## config.mk

```make
export PLATFORM = sky130hd
export DESIGN_NAME = motor_ramp_deadzone_drive_core_flat
export DESIGN_NICKNAME = d
export VERILOG_FILES = /design/src/rtl/core/mrdd_pkg.sv /design/src/rtl/core/mrdd_cmd_if.sv /design/src/rtl/core/mrdd_res_if.sv /design/src/rtl/core/motor_ramp_deadzone_drive_core.sv /design/src/rtl/core/mrdd_cfg.sv /design/src/rtl/core/mrdd_level.sv /design/src/rtl/core/mrdd_remap.sv /design/src/flat_wrapper.sv
export SDC_FILE = /design/constraint.sdc
export NUM_CORES = 1
export LEC_CHECK = 0
export BUFFER_PORTS_ARGS = -buffer_cell sky130_fd_sc_hd__buf_4
export CAP_MARGIN = 5
export CELL_PAD_IN_SITES_DETAIL_PLACEMENT = 1
export CELL_PAD_IN_SITES_GLOBAL_PLACEMENT = 1
export CORE_MARGIN = 1
export CORE_UTILIZATION = 30
export CTS_CLUSTER_DIAMETER = 40
export CTS_CLUSTER_SIZE = 30
export DETAILED_ROUTE_END_ITERATION = 10
export PLACE_DENSITY_LB_ADDON = 0.15
export SLEW_MARGIN = 20
export SYNTH_ARGS = -nofsm -noshare
export SYNTH_HDL_FRONTEND = slang
export SYNTH_SLANG_ARGS = --single-unit
```

## constraint.sdc

```tcl
create_clock -name clk -period 7.6 [get_ports clk]
set_clock_uncertainty 0.05 [all_clocks]
set_input_delay 1.14 -clock clk [delete_from_list [all_inputs] [get_ports clk]]
set_output_delay 1.14 -clock clk [all_outputs]
set_load 0.005 [all_outputs]
```

## src/rtl/core/mrdd_pkg.sv

```systemverilog
`default_nettype none

package mrdd_pkg;

	// Command operation codes
	localparam logic [1:0] OP_SET  = 2'd0;
	localparam logic [1:0] OP_RAMP = 2'd1;
	localparam logic [1:0] OP_STOP = 2'd2;

	// Register indexes (byte address = 4 * index)
	localparam logic [1:0] REG_DEADZONE  = 2'd0;
	localparam logic [1:0] REG_STEP_UP   = 2'd1;
	localparam logic [1:0] REG_STEP_DOWN = 2'd2;

	localparam int unsigned ADDR_W = 4;
	localparam int unsigned DATA_W = 32;

	localparam logic [7:0] DEADZONE_RST  = 8'd0;
	localparam logic [7:0] STEP_UP_RST   = 8'd5;
	localparam logic [7:0] STEP_DOWN_RST = 8'd5;

	localparam logic [7:0] DUTY_FULL = 8'd255;
	localparam logic [8:0] DUTY_DIV  = 9'd254;

	typedef logic signed [8:0] level_t;
	typedef logic signed [15:0] target_t;

	localparam level_t LEVEL_MAX = 9'sd255;
	localparam level_t LEVEL_MIN = -9'sd255;

	typedef struct packed {
		logic [7:0] deadzone;
		logic [7:0] step_up;
		logic [7:0] step_down;
	} cfg_t;

	// Magnitude of a saturated level (always fits 8 bits)
	function automatic logic [7:0] level_mag(input level_t v);
		logic [8:0] n;
		n = v[8] ? 9'(-v) : 9'(v);
		return n[7:0];
	endfunction

endpackage

`default_nettype wire

```

## src/rtl/core/mrdd_cmd_if.sv

```systemverilog
`default_nettype none

interface mrdd_cmd_if import mrdd_pkg::*; ();
	logic       valid;
	logic       ready;
	logic [1:0] operation;
	target_t    target;

	modport source (output valid, output operation, output target, input ready);
	modport sink   (input valid, input operation, input target, output ready);
endinterface

`default_nettype wire

```

## src/rtl/core/mrdd_res_if.sv

```systemverilog
`default_nettype none

interface mrdd_res_if import mrdd_pkg::*; ();
	logic       valid;
	logic       ready;
	logic       drive_forward;
	logic       drive_reverse;
	logic [7:0] duty;
	level_t     level;

	modport source (output valid, output drive_forward, output drive_reverse, output duty,
		output level, input ready);
	modport sink   (input valid, input drive_forward, input drive_reverse, input duty,
		input level, output ready);
endinterface

`default_nettype wire

```

## src/rtl/core/motor_ramp_deadzone_drive_core.sv

```systemverilog
`default_nettype none

// Channel  Dir  Handshake           Payload
// cmd      in   valid / ready       operation[1:0], target[15:0] signed
// res      out  valid / ready       drive_forward, drive_reverse, duty[7:0], level[8:0] signed
// apb      in   psel/penable/pwrite paddr[3:0], pwdata[31:0], prdata[31:0], pready (tied high)
//
// One request enters per cycle unless the output stalls; after acceptance its result goes
// through level update into stage 2, remap multiply into stage 3, divide-by-254 into the output.
// The drive level loop closes in the first stage, so back-to-back requests see each
// other's level with no gap. Reset clears the level to zero, the registers to their
// defaults and all stage valid bits. Each stage holds while the stage after it is full
// and stalled, so the block keeps accepting until every stage is occupied.

module motor_ramp_deadzone_drive_core import mrdd_pkg::*; (
	input  wire logic              clk,
	input  wire logic              arst_n,
	mrdd_cmd_if.sink               cmd,
	mrdd_res_if.source             res,
	input  wire logic              psel,
	input  wire logic              penable,
	input  wire logic              pwrite,
	input  wire logic [ADDR_W-1:0] paddr,
	input  wire logic [DATA_W-1:0] pwdata,
	output logic      [DATA_W-1:0] prdata,
	output logic                   pready
);

	cfg_t   cfg;
	logic   lvl_valid;
	level_t lvl_level;
	logic   lvl_ready;

	// Register file: deadzone, up step, down step
	mrdd_cfg u_cfg (
		.clk     (clk),
		.arst_n  (arst_n),
		.psel    (psel),
		.penable (penable),
		.pwrite  (pwrite),
		.paddr   (paddr),
		.pwdata  (pwdata),
		.prdata  (prdata),
		.pready  (pready),
		.cfg     (cfg)
	);

	// Saturate the target and advance the stored drive level
	mrdd_level u_level (
		.clk       (clk),
		.arst_n    (arst_n),
		.cfg       (cfg),
		.cmd       (cmd),
		.lvl_valid (lvl_valid),
		.lvl_level (lvl_level),
		.lvl_ready (lvl_ready)
	);

	// Remap the level magnitude to a deadzone-compensated duty and direction lines
	mrdd_remap u_remap (
		.clk       (clk),
		.arst_n    (arst_n),
		.cfg       (cfg),
		.lvl_valid (lvl_valid),
		.lvl_level (lvl_level),
		.lvl_ready (lvl_ready),
		.res       (res)
	);

endmodule

`default_nettype wire

```

## src/rtl/core/mrdd_cfg.sv

```systemverilog
`default_nettype none

module mrdd_cfg import mrdd_pkg::*; (
	input  wire logic              clk,
	input  wire logic              arst_n,
	input  wire logic              psel,
	input  wire logic              penable,
	input  wire logic              pwrite,
	input  wire logic [ADDR_W-1:0] paddr,
	input  wire logic [DATA_W-1:0] pwdata,
	output logic      [DATA_W-1:0] prdata,
	output logic                   pready,
	output cfg_t                   cfg
);

	cfg_t       cfg_q;
	logic [1:0] idx;
	logic       wr_en;

	assign idx    = paddr[3:2];
	assign pready = 1'b1;
	assign wr_en  = psel && penable && pwrite;
	assign cfg    = cfg_q;

	always_ff @(posedge clk or negedge arst_n) begin
		if (!arst_n) begin
			cfg_q.deadzone  <= DEADZONE_RST;
			cfg_q.step_up   <= STEP_UP_RST;
			cfg_q.step_down <= STEP_DOWN_RST;
		end else if (wr_en) begin
			unique case (idx)
				REG_DEADZONE:  cfg_q.deadzone  <= pwdata[7:0];
				REG_STEP_UP:   cfg_q.step_up   <= pwdata[7:0];
				REG_STEP_DOWN: cfg_q.step_down <= pwdata[7:0];
				default: ;
			endcase
		end
	end

	always_comb begin
		unique case (idx)
			REG_DEADZONE:  prdata = {24'd0, cfg_q.deadzone};
			REG_STEP_UP:   prdata = {24'd0, cfg_q.step_up};
			REG_STEP_DOWN: prdata = {24'd0, cfg_q.step_down};
			default:       prdata = '0;
		endcase
	end

endmodule

`default_nettype wire

```

## src/rtl/core/mrdd_level.sv

```systemverilog
`default_nettype none

module mrdd_level import mrdd_pkg::*; (
	input  wire logic   clk,
	input  wire logic   arst_n,
	input  wire cfg_t   cfg,
	mrdd_cmd_if.sink    cmd,
	output logic        lvl_valid,
	output level_t      lvl_level,
	input  wire logic   lvl_ready
);

	logic        valid_s1;
	logic [1:0]  op_s1;
	target_t     target_s1;
	level_t      level_q;

	level_t      tgt;
	level_t      nxt;
	logic [7:0]  tgt_mag;
	logic [7:0]  lvl_mag;
	logic signed [9:0] diff;
	logic signed [9:0] ndiff;
	logic [8:0]  gap;
	logic [7:0]  step;
	logic [8:0]  move;
	logic signed [9:0] sum;

	assign cmd.ready = !valid_s1 || lvl_ready;

	always_ff @(posedge clk or negedge arst_n) begin
		if (!arst_n) begin
			valid_s1 <= 1'b0;
		end else if (cmd.ready) begin
			valid_s1 <= cmd.valid;
		end
	end

	always_ff @(posedge clk) begin
		if (cmd.ready && cmd.valid) begin
			op_s1     <= cmd.operation;
			target_s1 <= cmd.target;
		end
	end

	// Saturate the target to the drive range
	always_comb begin
		if (target_s1 > 16'(LEVEL_MAX)) begin
			tgt = LEVEL_MAX;
		end else if (target_s1 < 16'(LEVEL_MIN)) begin
			tgt = LEVEL_MIN;
		end else begin
			tgt = target_s1[8:0];
		end
	end

	always_comb begin
		tgt_mag = level_mag(tgt);
		lvl_mag = level_mag(level_q);
		diff    = 10'(tgt) - 10'(level_q);
		ndiff   = -diff;
		step    = cfg.step_up;
		gap     = 9'd0;
		move    = 9'd0;
		sum     = 10'(level_q);
		if (diff > 10'sd0) begin
			// moving up: growing magnitude uses the up step
			step = (tgt_mag > lvl_mag) ? cfg.step_up : cfg.step_down;
			gap  = diff[8:0];
			move = (gap < {1'b0, step}) ? gap : {1'b0, step};
			sum  = 10'(level_q) + $signed({1'b0, move});
		end else if (diff < 10'sd0) begin
			// moving down: shrinking magnitude uses the down step
			step = (tgt_mag < lvl_mag) ? cfg.step_down : cfg.step_up;
			gap  = ndiff[8:0];
			move = (gap < {1'b0, step}) ? gap : {1'b0, step};
			sum  = 10'(level_q) - $signed({1'b0, move});
		end
	end

	always_comb begin
		unique case (op_s1)
			OP_SET:  nxt = tgt;
			OP_RAMP: nxt = sum[8:0];
			OP_STOP: nxt = '0;
			default: nxt = level_q;
		endcase
	end

	// Commit the level when the command moves on to the remap stages
	always_ff @(posedge clk or negedge arst_n) begin
		if (!arst_n) begin
			level_q <= '0;
		end else if (valid_s1 && lvl_ready) begin
			level_q <= nxt;
		end
	end

	assign lvl_valid = valid_s1;
	assign lvl_level = nxt;

endmodule

`default_nettype wire

```

## src/rtl/core/mrdd_remap.sv

```systemverilog
`default_nettype none

module mrdd_remap import mrdd_pkg::*; (
	input  wire logic   clk,
	input  wire logic   arst_n,
	input  wire cfg_t   cfg,
	input  wire logic   lvl_valid,
	input  wire level_t lvl_level,
	output logic        lvl_ready,
	mrdd_res_if.source  res
);

	logic        valid_s2;
	logic        valid_s3;
	logic        valid_s4;
	level_t      level_s2;
	level_t      level_s3;
	level_t      level_s4;
	logic [15:0] prod_s3;
	logic        zero_s3;
	logic [7:0]  duty_s4;
	logic        fwd_s4;
	logic        rev_s4;

	logic        rdy_s2;
	logic        rdy_s3;
	logic        rdy_s4;

	logic [7:0]  mag;
	logic [7:0]  mag_m1;
	logic [7:0]  span;

	logic [16:0] est_sum;
	logic [8:0]  quo_est;
	logic [16:0] rem;
	logic [8:0]  quo;
	logic [8:0]  duty_w;
	logic [7:0]  duty;

	assign rdy_s4    = !valid_s4 || res.ready;
	assign rdy_s3    = !valid_s3 || rdy_s4;
	assign rdy_s2    = !valid_s2 || rdy_s3;
	assign lvl_ready = rdy_s2;

	always_ff @(posedge clk or negedge arst_n) begin
		if (!arst_n) begin
			valid_s2 <= 1'b0;
			valid_s3 <= 1'b0;
			valid_s4 <= 1'b0;
		end else begin
			if (rdy_s2) valid_s2 <= lvl_valid;
			if (rdy_s3) valid_s3 <= valid_s2;
			if (rdy_s4) valid_s4 <= valid_s3;
		end
	end

	// Stage 2: (m - 1) * (255 - deadzone)
	assign mag    = level_mag(level_s2);
	assign mag_m1 = mag - 8'd1;
	assign span   = DUTY_FULL - cfg.deadzone;

	always_ff @(posedge clk) begin
		if (rdy_s2 && lvl_valid) begin
			level_s2 <= lvl_level;
		end
		if (rdy_s3 && valid_s2) begin
			level_s3 <= level_s2;
			zero_s3  <= (mag == 8'd0);
			prod_s3  <= mag_m1 * span;
		end
	end

	// Stage 3: divide by 254 as p/256 * (1 + 1/128 + 1/16384), then fix up by one
	always_comb begin
		est_sum = 17'(prod_s3) + 17'(prod_s3 >> 7) + 17'(prod_s3 >> 14);
		quo_est = est_sum[16:8];
		rem     = 17'(prod_s3) - (17'(quo_est) << 8) + (17'(quo_est) << 1);
		quo     = (rem >= 17'(DUTY_DIV)) ? quo_est + 9'd1 : quo_est;
		duty_w  = quo + 9'(cfg.deadzone);
		duty    = zero_s3 ? 8'd0 : duty_w[7:0];
	end

	always_ff @(posedge clk) begin
		if (rdy_s4 && valid_s3) begin
			level_s4 <= level_s3;
			duty_s4  <= duty;
			fwd_s4   <= (duty != 8'd0) && !level_s3[8] && (level_s3 != '0);
			rev_s4   <= (duty != 8'd0) && level_s3[8];
		end
	end

	assign res.valid         = valid_s4;
	assign res.drive_forward = fwd_s4;
	assign res.drive_reverse = rev_s4;
	assign res.duty          = duty_s4;
	assign res.level         = level_s4;

endmodule

`default_nettype wire
```

## src/flat_wrapper.sv

```systemverilog
// flat-port wrapper written by rule: the top's interface ports become plain ports
module motor_ramp_deadzone_drive_core_flat import mrdd_pkg::*;
  (clk, arst_n, psel, penable, pwrite, paddr, pwdata, prdata, pready, cmd_valid, cmd_operation, cmd_target, cmd_ready, res_valid, res_drive_forward, res_drive_reverse, res_duty, res_level, res_ready);
  mrdd_cmd_if cmd_i ();
  mrdd_res_if res_i ();
  input  wire logic clk;
  input  wire logic arst_n;
  input  wire logic psel;
  input  wire logic penable;
  input  wire logic pwrite;
  input  wire logic [ADDR_W-1:0] paddr;
  input  wire logic [DATA_W-1:0] pwdata;
  output logic      [DATA_W-1:0] prdata;
  output logic pready;
  input wire logic [$bits(cmd_i.valid)-1:0] cmd_valid;
  input wire logic [$bits(cmd_i.operation)-1:0] cmd_operation;
  input wire logic [$bits(cmd_i.target)-1:0] cmd_target;
  output wire logic [$bits(cmd_i.ready)-1:0] cmd_ready;
  output wire logic [$bits(res_i.valid)-1:0] res_valid;
  output wire logic [$bits(res_i.drive_forward)-1:0] res_drive_forward;
  output wire logic [$bits(res_i.drive_reverse)-1:0] res_drive_reverse;
  output wire logic [$bits(res_i.duty)-1:0] res_duty;
  output wire logic [$bits(res_i.level)-1:0] res_level;
  input wire logic [$bits(res_i.ready)-1:0] res_ready;
  assign cmd_i.valid = cmd_valid;
  assign cmd_i.operation = cmd_operation;
  assign cmd_i.target = cmd_target;
  assign cmd_ready = cmd_i.ready;
  assign res_valid = res_i.valid;
  assign res_drive_forward = res_i.drive_forward;
  assign res_drive_reverse = res_i.drive_reverse;
  assign res_duty = res_i.duty;
  assign res_level = res_i.level;
  assign res_i.ready = res_ready;
  motor_ramp_deadzone_drive_core u_core (.clk(clk), .arst_n(arst_n), .cmd(cmd_i), .res(res_i), .psel(psel), .penable(penable), .pwrite(pwrite), .paddr(paddr), .pwdata(pwdata), .prdata(prdata), .pready(pready));
endmodule
```

==> load_flow_metrics.sql, run 1 <==
INSERT INTO impl_metrics (metric_group, metric, value, unit) VALUES
('outcome', 'status', 'finished clean', ''),
('cts', 'hold_buffers', '0', ''),
('worst_setup_path', 'critPathKind', 'flop to flop', ''),
('worst_setup_path', 'critPathRequiredTime', '7.67', 'ns'),
('sta', 'relative_slew_slack', '0.407', ''),
('detailed_routing', 'route.antenna.remaining_nets', '0', ''),
('sta', 'timing.final.crit_period', '7.54', 'ns'),
('detailed_routing', 'wirelength', '32700', 'um'),
('layout', 'ff_latch_area', '3090', 'um^2'),
('global_route', 'grt_pass1_wl', '53200', 'um'),
('logic_synthesis', 'synth_area', '11400', 'um^2'),
('sta', 'setup-tns-final', '0', 'ns'),
('cts', 'cts.clk_slew.worst_paths', '0.08', 'ns'),
('detailed_routing', 'top_layer', 'met4', ''),
('layout', 'antenna_cells_inserted', '0', ''),
('floorplan', 'starting_density', '0.304', ''),
('logic_synthesis', 'count_of_yosys_warnings_during_synthesis', '0', ''),
('global_route', 'first_global_vias', '10000', ''),
('detailed_routing', 'final_routed_drc_violation_total', '0', ''),
('worst_setup_path', 'crit_slowest_cell', 'sky130_fd_sc_hd__or4_4', ''),
('sta', 'final_max_slew_viol_count', '0', ''),
('worst_setup_path', 'maximum_fanout_encountered_on_the_critical_timing_path', '5', ''),
('logic_synthesis', 'synth_ff_type', 'sky130_fd_sc_hd__edfxtp_1', ''),
('logic_synthesis', 'synth_edf_count', '72', ''),
('cts', 'htree_levels', '3', ''),
('layout', 'finalNetCount', '1700', ''),
('sta', 'timing.final.hold_violations', '0', ''),
('placement', 'preCtsSetupSlack', '-0.493', 'ns'),
('cts', 'cts_buffers', '9', ''),
('layout', 'layout.filler_cells', '4320', ''),
('detailed_routing', 'wl_per_cell', '16.5', 'um'),
('sta', 'finalSetupViolCount', '0', ''),
('sta', 'rsz_0062_raised_after_global_routing', 'true', ''),
('layout', 'multi_input_gate_area', '8450', 'um^2'),
('cts', 'clk_root_buffer_cell', 'sky130_fd_sc_hd__clkbuf_16', ''),
('cts', 'number_of_sinks_handled_by_clock_tree_synthesis', '109', ''),
('floorplan', 'dieArea', '38900', 'um^2'),
('placement', 'dp_hpwl', '26300', 'um'),
('logic_synthesis', 'netlist_top_cells_area', 'sky130_fd_sc_hd__edfxtp_1, sky130_fd_sc_hd__ha_1, sky130_fd_sc_hd__fa_1', ''),
('sta', 'fmax', '133', 'MHz'),
('floorplan', 'die_h', '197', 'um'),
('layout', 'synthToLayoutAreaGrowth', '31.2', '%'),
('logic_synthesis', 'ys_ff_latch', '109', ''),
('worst_hold_path', 'hold_path_class', 'flop to flop', ''),
('logic_synthesis', 'syn_area_per_cell', '9.32', 'um^2'),
('placement', 'io_buffers', '63', ''),
('worst_setup_path', 'kind_of_start_point_of_the_critical_path', 'flop', ''),
('logic_synthesis', 'post_synth_num_cell_types', '71', ''),
('worst_setup_path', 'critical_path_arrival', '7.61', 'ns'),
('floorplan', 'core_area', '37600', 'um^2'),
('detailed_routing', 'dr_wl_met3', '802', 'um'),
('global_route', 'grt_overflow', '0', ''),
('floorplan', 'std_cell_rows', '71', ''),
('logic_synthesis', 'synth_largest_type_area_fraction', '0.189', ''),
('global_route', 'pin_count_of_the_biggest_net_entering_global_routing', '38', ''),
('worst_setup_path', 'crit_top_cell', 'sky130_fd_sc_hd__ha_4', ''),
('global_route', 'antenna_violations_before_repair', '0', ''),
('sta', 'fin_crit_sh', '0.992', ''),
('detailed_routing', 'route.layer.met1.wl', '16400', 'um'),
('cts', 'buffers_from_clock_root_to_sink_at_most', '2', ''),
('floorplan', 'boundaryPins', '115', ''),
('cts', 'cts_tree', 'yes', ''),
('logic_synthesis', 'synth-async-reset-ratio', '0.339', ''),
('detailed_routing', 'route.vias.total', '9516', ''),
('worst_setup_path', 'end_kind', 'flop', ''),
('logic_synthesis', 'synthCells', '1225', ''),
('run', 'max_cap_violations', '0', ''),
('worst_setup_path', 'critPathMaxStageDelay', '0.56', 'ns'),
('logic_synthesis', 'synth_largest_area_cell', 'sky130_fd_sc_hd__edfxtp_1', ''),
('detailed_routing', 'drt-pass1-iter-count', '5', ''),
('layout', 'post_route_cells_drive_above_1_share', '0.319', ''),
('placement', 'place_congestion', '0.787', ''),
('sta', 'post-route-worst-setup-slack', '0.0582', 'ns'),
('sta', 'worst_slew_pin_slew', '0.886', 'ns'),
('floorplan', 'chipWidth', '197', 'um'),
('detailed_routing', 'detail_route.vias_per_cell', '4.82', ''),
('logic_synthesis', 'portion_of_the_post_synthesis_area_used_by_sequential_elements', '0.271', ''),
('cts', 'clock_insertion_delay_worst_skew', '0.37', 'ns'),
('global_route', 'grt_use_total', '0.173', ''),
('detailed_routing', 'routed-wl-met2', '15100', 'um'),
('detailed_routing', 'detailedRoute.firstIterationViolations', '334', '');
## through the flow
stage	instance area, um^2	util	hold WS [ns]	cells
finish	15000	0.399	0.402	1973
global route	15000	0.399	0.420	1973
CTS	14400	0.382	0.407	1958
detailed placement	13600	0.362	0.390	1930
global placement	13600	0.362	0.385	1930
floorplan	11600	-	0.374	1248
## flip-flops by register name, summed over array words and instances (netlist names), 2 cells and up
| signal | flops |
|---|---|
| u_core.u_cfg.cfg | 24 |
| u_core.u_level.target_s1 | 16 |
| u_core.u_remap.prod_s3 | 16 |
| u_core.u_level.level_q | 9 |
| u_core.u_remap.level_s2 | 9 |
| u_core.u_remap.level_s3 | 9 |
| u_core.u_remap.res.level | 9 |
| u_core.u_remap.res.duty | 8 |
| u_core.u_level.op_s1 | 2 |
## cell families after synthesis
family	Yosys count	share of synthesized area
buf+inv	196	0.0744
fa+ha+maj	182	0.228
other cells	2	0.000658
flops	109	0.271
simple gates	340	0.151
mux	77	0.0713
xor+xnor	78	0.0598
compound gates	241	0.144
## critical path: cells and delay by family (launching register included)
kind,cells,cell delay [ns]
fa+ha+maj,7,2.17
flops,1,0.47
buf+inv,3,0.17
compound gates,9,1.83
xor+xnor,1,0.17
simple gates,10,2.43
## synthesized netlist by cell type, types with 13 or more instances
library cell	n
sky130_fd_sc_hd__a21o_1	22
sky130_fd_sc_hd__a21oi_1	45
sky130_fd_sc_hd__buf_4	25
sky130_fd_sc_hd__clkbuf_1	28
sky130_fd_sc_hd__dfrtp_1	33
sky130_fd_sc_hd__edfxtp_1	72
sky130_fd_sc_hd__fa_1	43
sky130_fd_sc_hd__ha_1	139
sky130_fd_sc_hd__inv_1	133
sky130_fd_sc_hd__mux2_2	35
sky130_fd_sc_hd__mux2i_1	42
sky130_fd_sc_hd__nand2_1	57
sky130_fd_sc_hd__nand2b_1	38
sky130_fd_sc_hd__nand3_1	16
sky130_fd_sc_hd__nor2_1	102
sky130_fd_sc_hd__nor2b_1	25
sky130_fd_sc_hd__nor3_1	22
sky130_fd_sc_hd__nor4_1	13
sky130_fd_sc_hd__o21a_1	20
sky130_fd_sc_hd__o21ai_0	47
sky130_fd_sc_hd__or2_2	19
sky130_fd_sc_hd__xnor2_1	62
sky130_fd_sc_hd__xor2_1	16
## layout by cell type, fill, tap and decap left out, types with 31 or more instances in the layout
| cell type | Yosys | layout |
|---|---|---|
| sky130_fd_sc_hd__buf_4 | 25 | 253 |
| sky130_fd_sc_hd__inv_1 | 133 | 128 |
| sky130_fd_sc_hd__ha_1 | 139 | 116 |
| sky130_fd_sc_hd__nor2_1 | 102 | 100 |
| sky130_fd_sc_hd__edfxtp_1 | 72 | 72 |
| sky130_fd_sc_hd__xnor2_1 | 62 | 58 |
| sky130_fd_sc_hd__nand2_1 | 57 | 56 |
| sky130_fd_sc_hd__fa_1 | 43 | 38 |
| sky130_fd_sc_hd__nand2b_1 | 38 | 36 |
| sky130_fd_sc_hd__o21ai_0 | 47 | 35 |
| sky130_fd_sc_hd__mux2_2 | 35 | 34 |
| sky130_fd_sc_hd__dfrtp_1 | 33 | 33 |
| sky130_fd_sc_hd__a21oi_1 | 45 | 31 |
## routing by layer
metal,vias up,GRT usage
met5,-,0
met2,103,0.285
li1,4718,-
met1,4675,0.242
met4,0,0.0310
met3,20,0.0237
## timing repair
item,in CTS,in global routing
endpoints found under the hold margin,0,0
pin swaps,40,87
setup endpoints to repair,12,14
setup buffers,12,16
resized for setup,67,101
## path summary, 6_finish.rpt
check / startpoint / to / slack, ns / cells after the start
min in group asynchronous: arst_n / u_core.u_cfg.cfg[12] / 0.69 / 1
worst max register to register: u_core.u_remap.prod_s3[6] / u_core.u_remap.res.drive_reverse / 0.06 / 30
max in group asynchronous: arst_n / u_core.u_cfg.cfg[0] / 6.43 / 1
worst max-delay path: u_core.u_remap.prod_s3[6] / u_core.u_remap.res.drive_reverse / 0.06 / 30
worst min-delay path: u_core.u_remap.level_s3[2] / u_core.u_remap.res.level[2] / 0.40 / 0
worst min register to register: u_core.u_remap.level_s3[2] / u_core.u_remap.res.level[2] / 0.40 / 0
## final cells by class
class                      count  area share
clock buffer                  10      0.0153
inverter                     133      0.0333
timing repair buffer         261       0.133
multi-input combinational    943       0.564
tap                          511      0.0427
sequential                   109       0.206
clock inverter                 6     0.00526
Power of run 1 is left out: the tool's default activity adds up to more than one toggle a clock period on the data nets, which glitch-free logic cannot reach.
==> run 2: changes to the inputs <==
--- a/config.mk
+++ b/config.mk
@@ -18,4 +18,5 @@
 export SLEW_MARGIN = 20
 export SYNTH_ARGS = -nofsm -noshare
 export SYNTH_HDL_FRONTEND = slang
+export SYNTH_HIERARCHICAL = 1
 export SYNTH_SLANG_ARGS = --single-unit
==> constraint.sdc (replaced) <==
create_clock -name clk -period 8.25 [get_ports clk]
set_clock_uncertainty 0.05 [all_clocks]
set_input_delay 1.2375 -clock clk [delete_from_list [all_inputs] [get_ports clk]]
set_output_delay 1.2375 -clock clk [all_outputs]
set_load 0.005 [all_outputs]
==> run 2 against run 1 <==
Count of clock-buffer cells in the layout rose by 1. Highest routed layer unchanged. Non-clock buffer count shrank 178. Sequential share of layout area is 3.6 points higher. Global-route usage shrank 0.47 points. Final cell count down 9.3%. Routed wire length is 4.0% lower. Critical path depth stayed put. Synthesized area hardly changed. Register-to-register slack gained 0.35 ns. Maximum frequency is 3.8% lower. Synthesized cell count decreased by 1.6%. Via count fell by 7.3%. Largest cell class unchanged.
==> load_flow_metrics.sql, run 2 <==
INSERT INTO impl_metrics (metric_group, metric, value, unit) VALUES
('detailed_routing', 'detail_route.vias_per_cell', '4.93', ''),
('layout', 'layout.filler_cells', '4367', ''),
('worst_setup_path', 'critPathRequiredTime', '8.31', 'ns'),
('sta', 'worst_slew_pin_slew', '0.879', 'ns'),
('floorplan', 'starting_density', '0.304', ''),
('cts', 'cts_tree', 'yes', ''),
('global_route', 'grt_pass1_wl', '50800', 'um'),
('layout', 'highest_count_cells_in_the_layout_ignoring_fill_and_taps', 'sky130_fd_sc_hd__ha_1, sky130_fd_sc_hd__nor2_1, sky130_fd_sc_hd__inv_1', ''),
('floorplan', 'dieArea', '38900', 'um^2'),
('cts', 'htree_levels', '3', ''),
('layout', 'synthToLayoutAreaGrowth', '11.7', '%'),
('logic_synthesis', 'synth_ff_type', 'sky130_fd_sc_hd__edfxtp_1', ''),
('sta', 'finalSetupViolCount', '0', ''),
('logic_synthesis', 'synth_edf_count', '72', ''),
('worst_hold_path', 'hold_path_class', 'flop to flop', ''),
('worst_setup_path', 'crit_slowest_cell', 'sky130_fd_sc_hd__or4_1', ''),
('detailed_routing', 'final_routed_drc_violation_total', '0', ''),
('layout', 'layout_commonest_cell', 'sky130_fd_sc_hd__ha_1', ''),
('sta', 'fmax', '128', 'MHz'),
('detailed_routing', 'route.antenna.remaining_nets', '0', ''),
('sta', 'timing.final.crit_period', '7.84', 'ns'),
('outcome', 'status', 'finished clean', ''),
('global_route', 'grt_use_total', '0.168', ''),
('detailed_routing', 'wirelength', '31300', 'um'),
('logic_synthesis', 'synth_largest_type_area_fraction', '0.189', ''),
('cts', 'clock_insertion_delay_worst_skew', '0.38', 'ns'),
('detailed_routing', 'drt-pass1-iter-count', '4', ''),
('logic_synthesis', 'ys_ff_latch', '109', ''),
('logic_synthesis', 'netlist_top_cells_area', 'sky130_fd_sc_hd__edfxtp_1, sky130_fd_sc_hd__ha_1, sky130_fd_sc_hd__fa_1', ''),
('cts', 'cts.clk_slew.worst_paths', '0.08', 'ns'),
('global_route', 'pin_count_of_the_biggest_net_entering_global_routing', '38', ''),
('logic_synthesis', 'synth_largest_area_cell', 'sky130_fd_sc_hd__edfxtp_1', ''),
('floorplan', 'die_h', '197', 'um'),
('floorplan', 'chipWidth', '197', 'um'),
('global_route', 'first_global_vias', '9233', ''),
('layout', 'post_route_cells_drive_above_1_share', '0.153', ''),
('sta', 'rsz_0062_raised_after_global_routing', 'false', ''),
('sta', 'timing.final.hold_violations', '0', ''),
('sta', 'relative_slew_slack', '0.410', ''),
('logic_synthesis', 'syn_area_per_cell', '9.48', 'um^2'),
('detailed_routing', 'wl_per_cell', '17.5', 'um'),
('worst_setup_path', 'critPathKind', 'flop to flop', ''),
('sta', 'final_max_slew_viol_count', '0', ''),
('worst_setup_path', 'maximum_fanout_encountered_on_the_critical_timing_path', '8', ''),
('detailed_routing', 'detailedRoute.firstIterationViolations', '336', ''),
('layout', 'antenna_cells_inserted', '0', ''),
('layout', 'final_core_utilization', '0.340', ''),
('worst_setup_path', 'critical_path_arrival', '7.91', 'ns'),
('placement', 'dp_hpwl', '25900', 'um'),
('logic_synthesis', 'portion_of_the_post_synthesis_area_used_by_sequential_elements', '0.271', ''),
('logic_synthesis', 'post_synth_num_cell_types', '85', ''),
('worst_setup_path', 'end_kind', 'flop', ''),
('worst_setup_path', 'critPathMaxStageDelay', '0.59', 'ns'),
('cts', 'hold_buffers', '0', ''),
('worst_setup_path', 'crit_top_cell', 'sky130_fd_sc_hd__ha_1', ''),
('placement', 'place_congestion', '0.813', ''),
('logic_synthesis', 'count_of_yosys_warnings_during_synthesis', '6', ''),
('logic_synthesis', 'synth_area', '11400', 'um^2'),
('layout', 'max_ffs_per_register', '24', ''),
('run', 'max_cap_violations', '0', ''),
('logic_synthesis', 'yosys-top-cells-count', 'sky130_fd_sc_hd__ha_1, sky130_fd_sc_hd__nor2_1, sky130_fd_sc_hd__inv_1', ''),
('global_route', 'grt_overflow', '0', ''),
('global_route', 'antenna_violations_before_repair', '2', ''),
('floorplan', 'core_area', '37600', 'um^2'),
('logic_synthesis', 'yosysMostFrequentCell', 'sky130_fd_sc_hd__ha_1', ''),
('logic_synthesis', 'synthCells', '1205', ''),
('floorplan', 'std_cell_rows', '71', ''),
('logic_synthesis', 'synth-async-reset-ratio', '0.339', ''),
('cts', 'cts_buffers', '9', ''),
('placement', 'io_buffers', '63', ''),
('sta', 'fin_crit_sh', '0.950', ''),
('sta', 'setup-tns-final', '0', 'ns'),
('floorplan', 'boundaryPins', '115', ''),
('worst_setup_path', 'kind_of_start_point_of_the_critical_path', 'flop', ''),
('layout', 'finalNetCount', '1514', ''),
('cts', 'buffers_from_clock_root_to_sink_at_most', '2', ''),
('cts', 'number_of_sinks_handled_by_clock_tree_synthesis', '109', ''),
('detailed_routing', 'route.vias.total', '8823', ''),
('cts', 'clk_root_buffer_cell', 'sky130_fd_sc_hd__clkbuf_16', '');
run 2: changes by cell type after synthesis, moves of 7 or more:
cell	previous run	this run
sky130_fd_sc_hd__xor2_1	16	25
sky130_fd_sc_hd__xnor2_1	62	53
sky130_fd_sc_hd__mux2_2	35	27
sky130_fd_sc_hd__nand2b_1	38	21
sky130_fd_sc_hd__clkbuf_1	28	14
sky130_fd_sc_hd__or2_2	19	28
sky130_fd_sc_hd__and3_1	10	3
sky130_fd_sc_hd__inv_1	133	117
sky130_fd_sc_hd__nand2_1	57	65
sky130_fd_sc_hd__o21ai_0	47	59
sky130_fd_sc_hd__mux2_4	0	9
sky130_fd_sc_hd__nor2_1	102	124
run 2: worst paths after layout:
check	startpoint	end	slack (ns)	cells past startpoint
worst max-delay path	u_core/u_remap/prod_s3[10]	u_core/u_remap/res.drive_forward	0.41	30
worst min-delay path	u_core/u_remap/level_s3[2]	u_core/u_remap/res.level[2]	0.41	0
worst max register to register	u_core/u_remap/prod_s3[10]	u_core/u_remap/res.drive_forward	0.41	30
worst min register to register	u_core/u_remap/level_s3[2]	u_core/u_remap/res.level[2]	0.41	0
max in group asynchronous	arst_n	u_core/u_cfg/cfg[2]	6.99	1
min in group asynchronous	arst_n	u_core/u_cfg/cfg[22]	0.78	1
run 2: logic make-up after synthesis:
kind of cell	share of synthesized area
simple gates	0.154
flops	0.271
xor+xnor	0.0618
other cells	0.000657
compound gates	0.146
mux	0.0735
fa+ha+maj	0.225
buf+inv	0.0680
run 2: repair_timing:
item,4_1_cts,5_1_grt
buffers inserted,0,4
endpoints found under the setup margin,0,5
resized for setup,0,11
run 2: final cells by class:
| class | count | area, um^2 | area share |
|---|---|---|---|
| Multi-Input combinational cell | 952 | 7690 | 0.603 |
| Sequential cell | 109 | 3090 | 0.242 |
| Tap cell | 511 | 639 | 0.0501 |
| Timing Repair Buffer | 83 | 623 | 0.0488 |
| Inverter | 118 | 443 | 0.0347 |
| Clock buffer | 11 | 233 | 0.0182 |
| Clock inverter | 5 | 41.3 | 0.00324 |
run 2: through the flow:
step | hold slack [ns] | instances | worst slack (ns) | cell area [um^2]
after global placement | 0.391 | 1769 | 0.329 | 12400
after CTS | 0.415 | 1785 | 0.166 | 12700
final | 0.410 | 1789 | 0.409 | 12800
after floorplan | 0.374 | 1228 | 1.21 | 11500
after detailed placement | 0.396 | 1769 | 0.217 | 12400
after global routing | 0.434 | 1789 | 0.00552 | 12800
run 2: critical path, delay by kind of cell, from the launching register on:
family	cells	cell delay (ns)
flip-flops	1	0.51
AND/OR/NAND/NOR	8	1.71
XOR/XNOR	2	0.55
adder cells (fa/ha/maj)	6	2.30
buffers and inverters	1	0.10
AO/OA/AOI/OAI	13	2.33
run 2: routing by layer:
layer  up-vias  part of all wire  GRT usage
li1       4338                 -          -
met1      4368              0.50      0.233
met2        92              0.46      0.276
met3        25             0.020     0.0229
met4         0             0.014     0.0396
met5         -                 0          0
Power of run 2 is left out for the same reason.
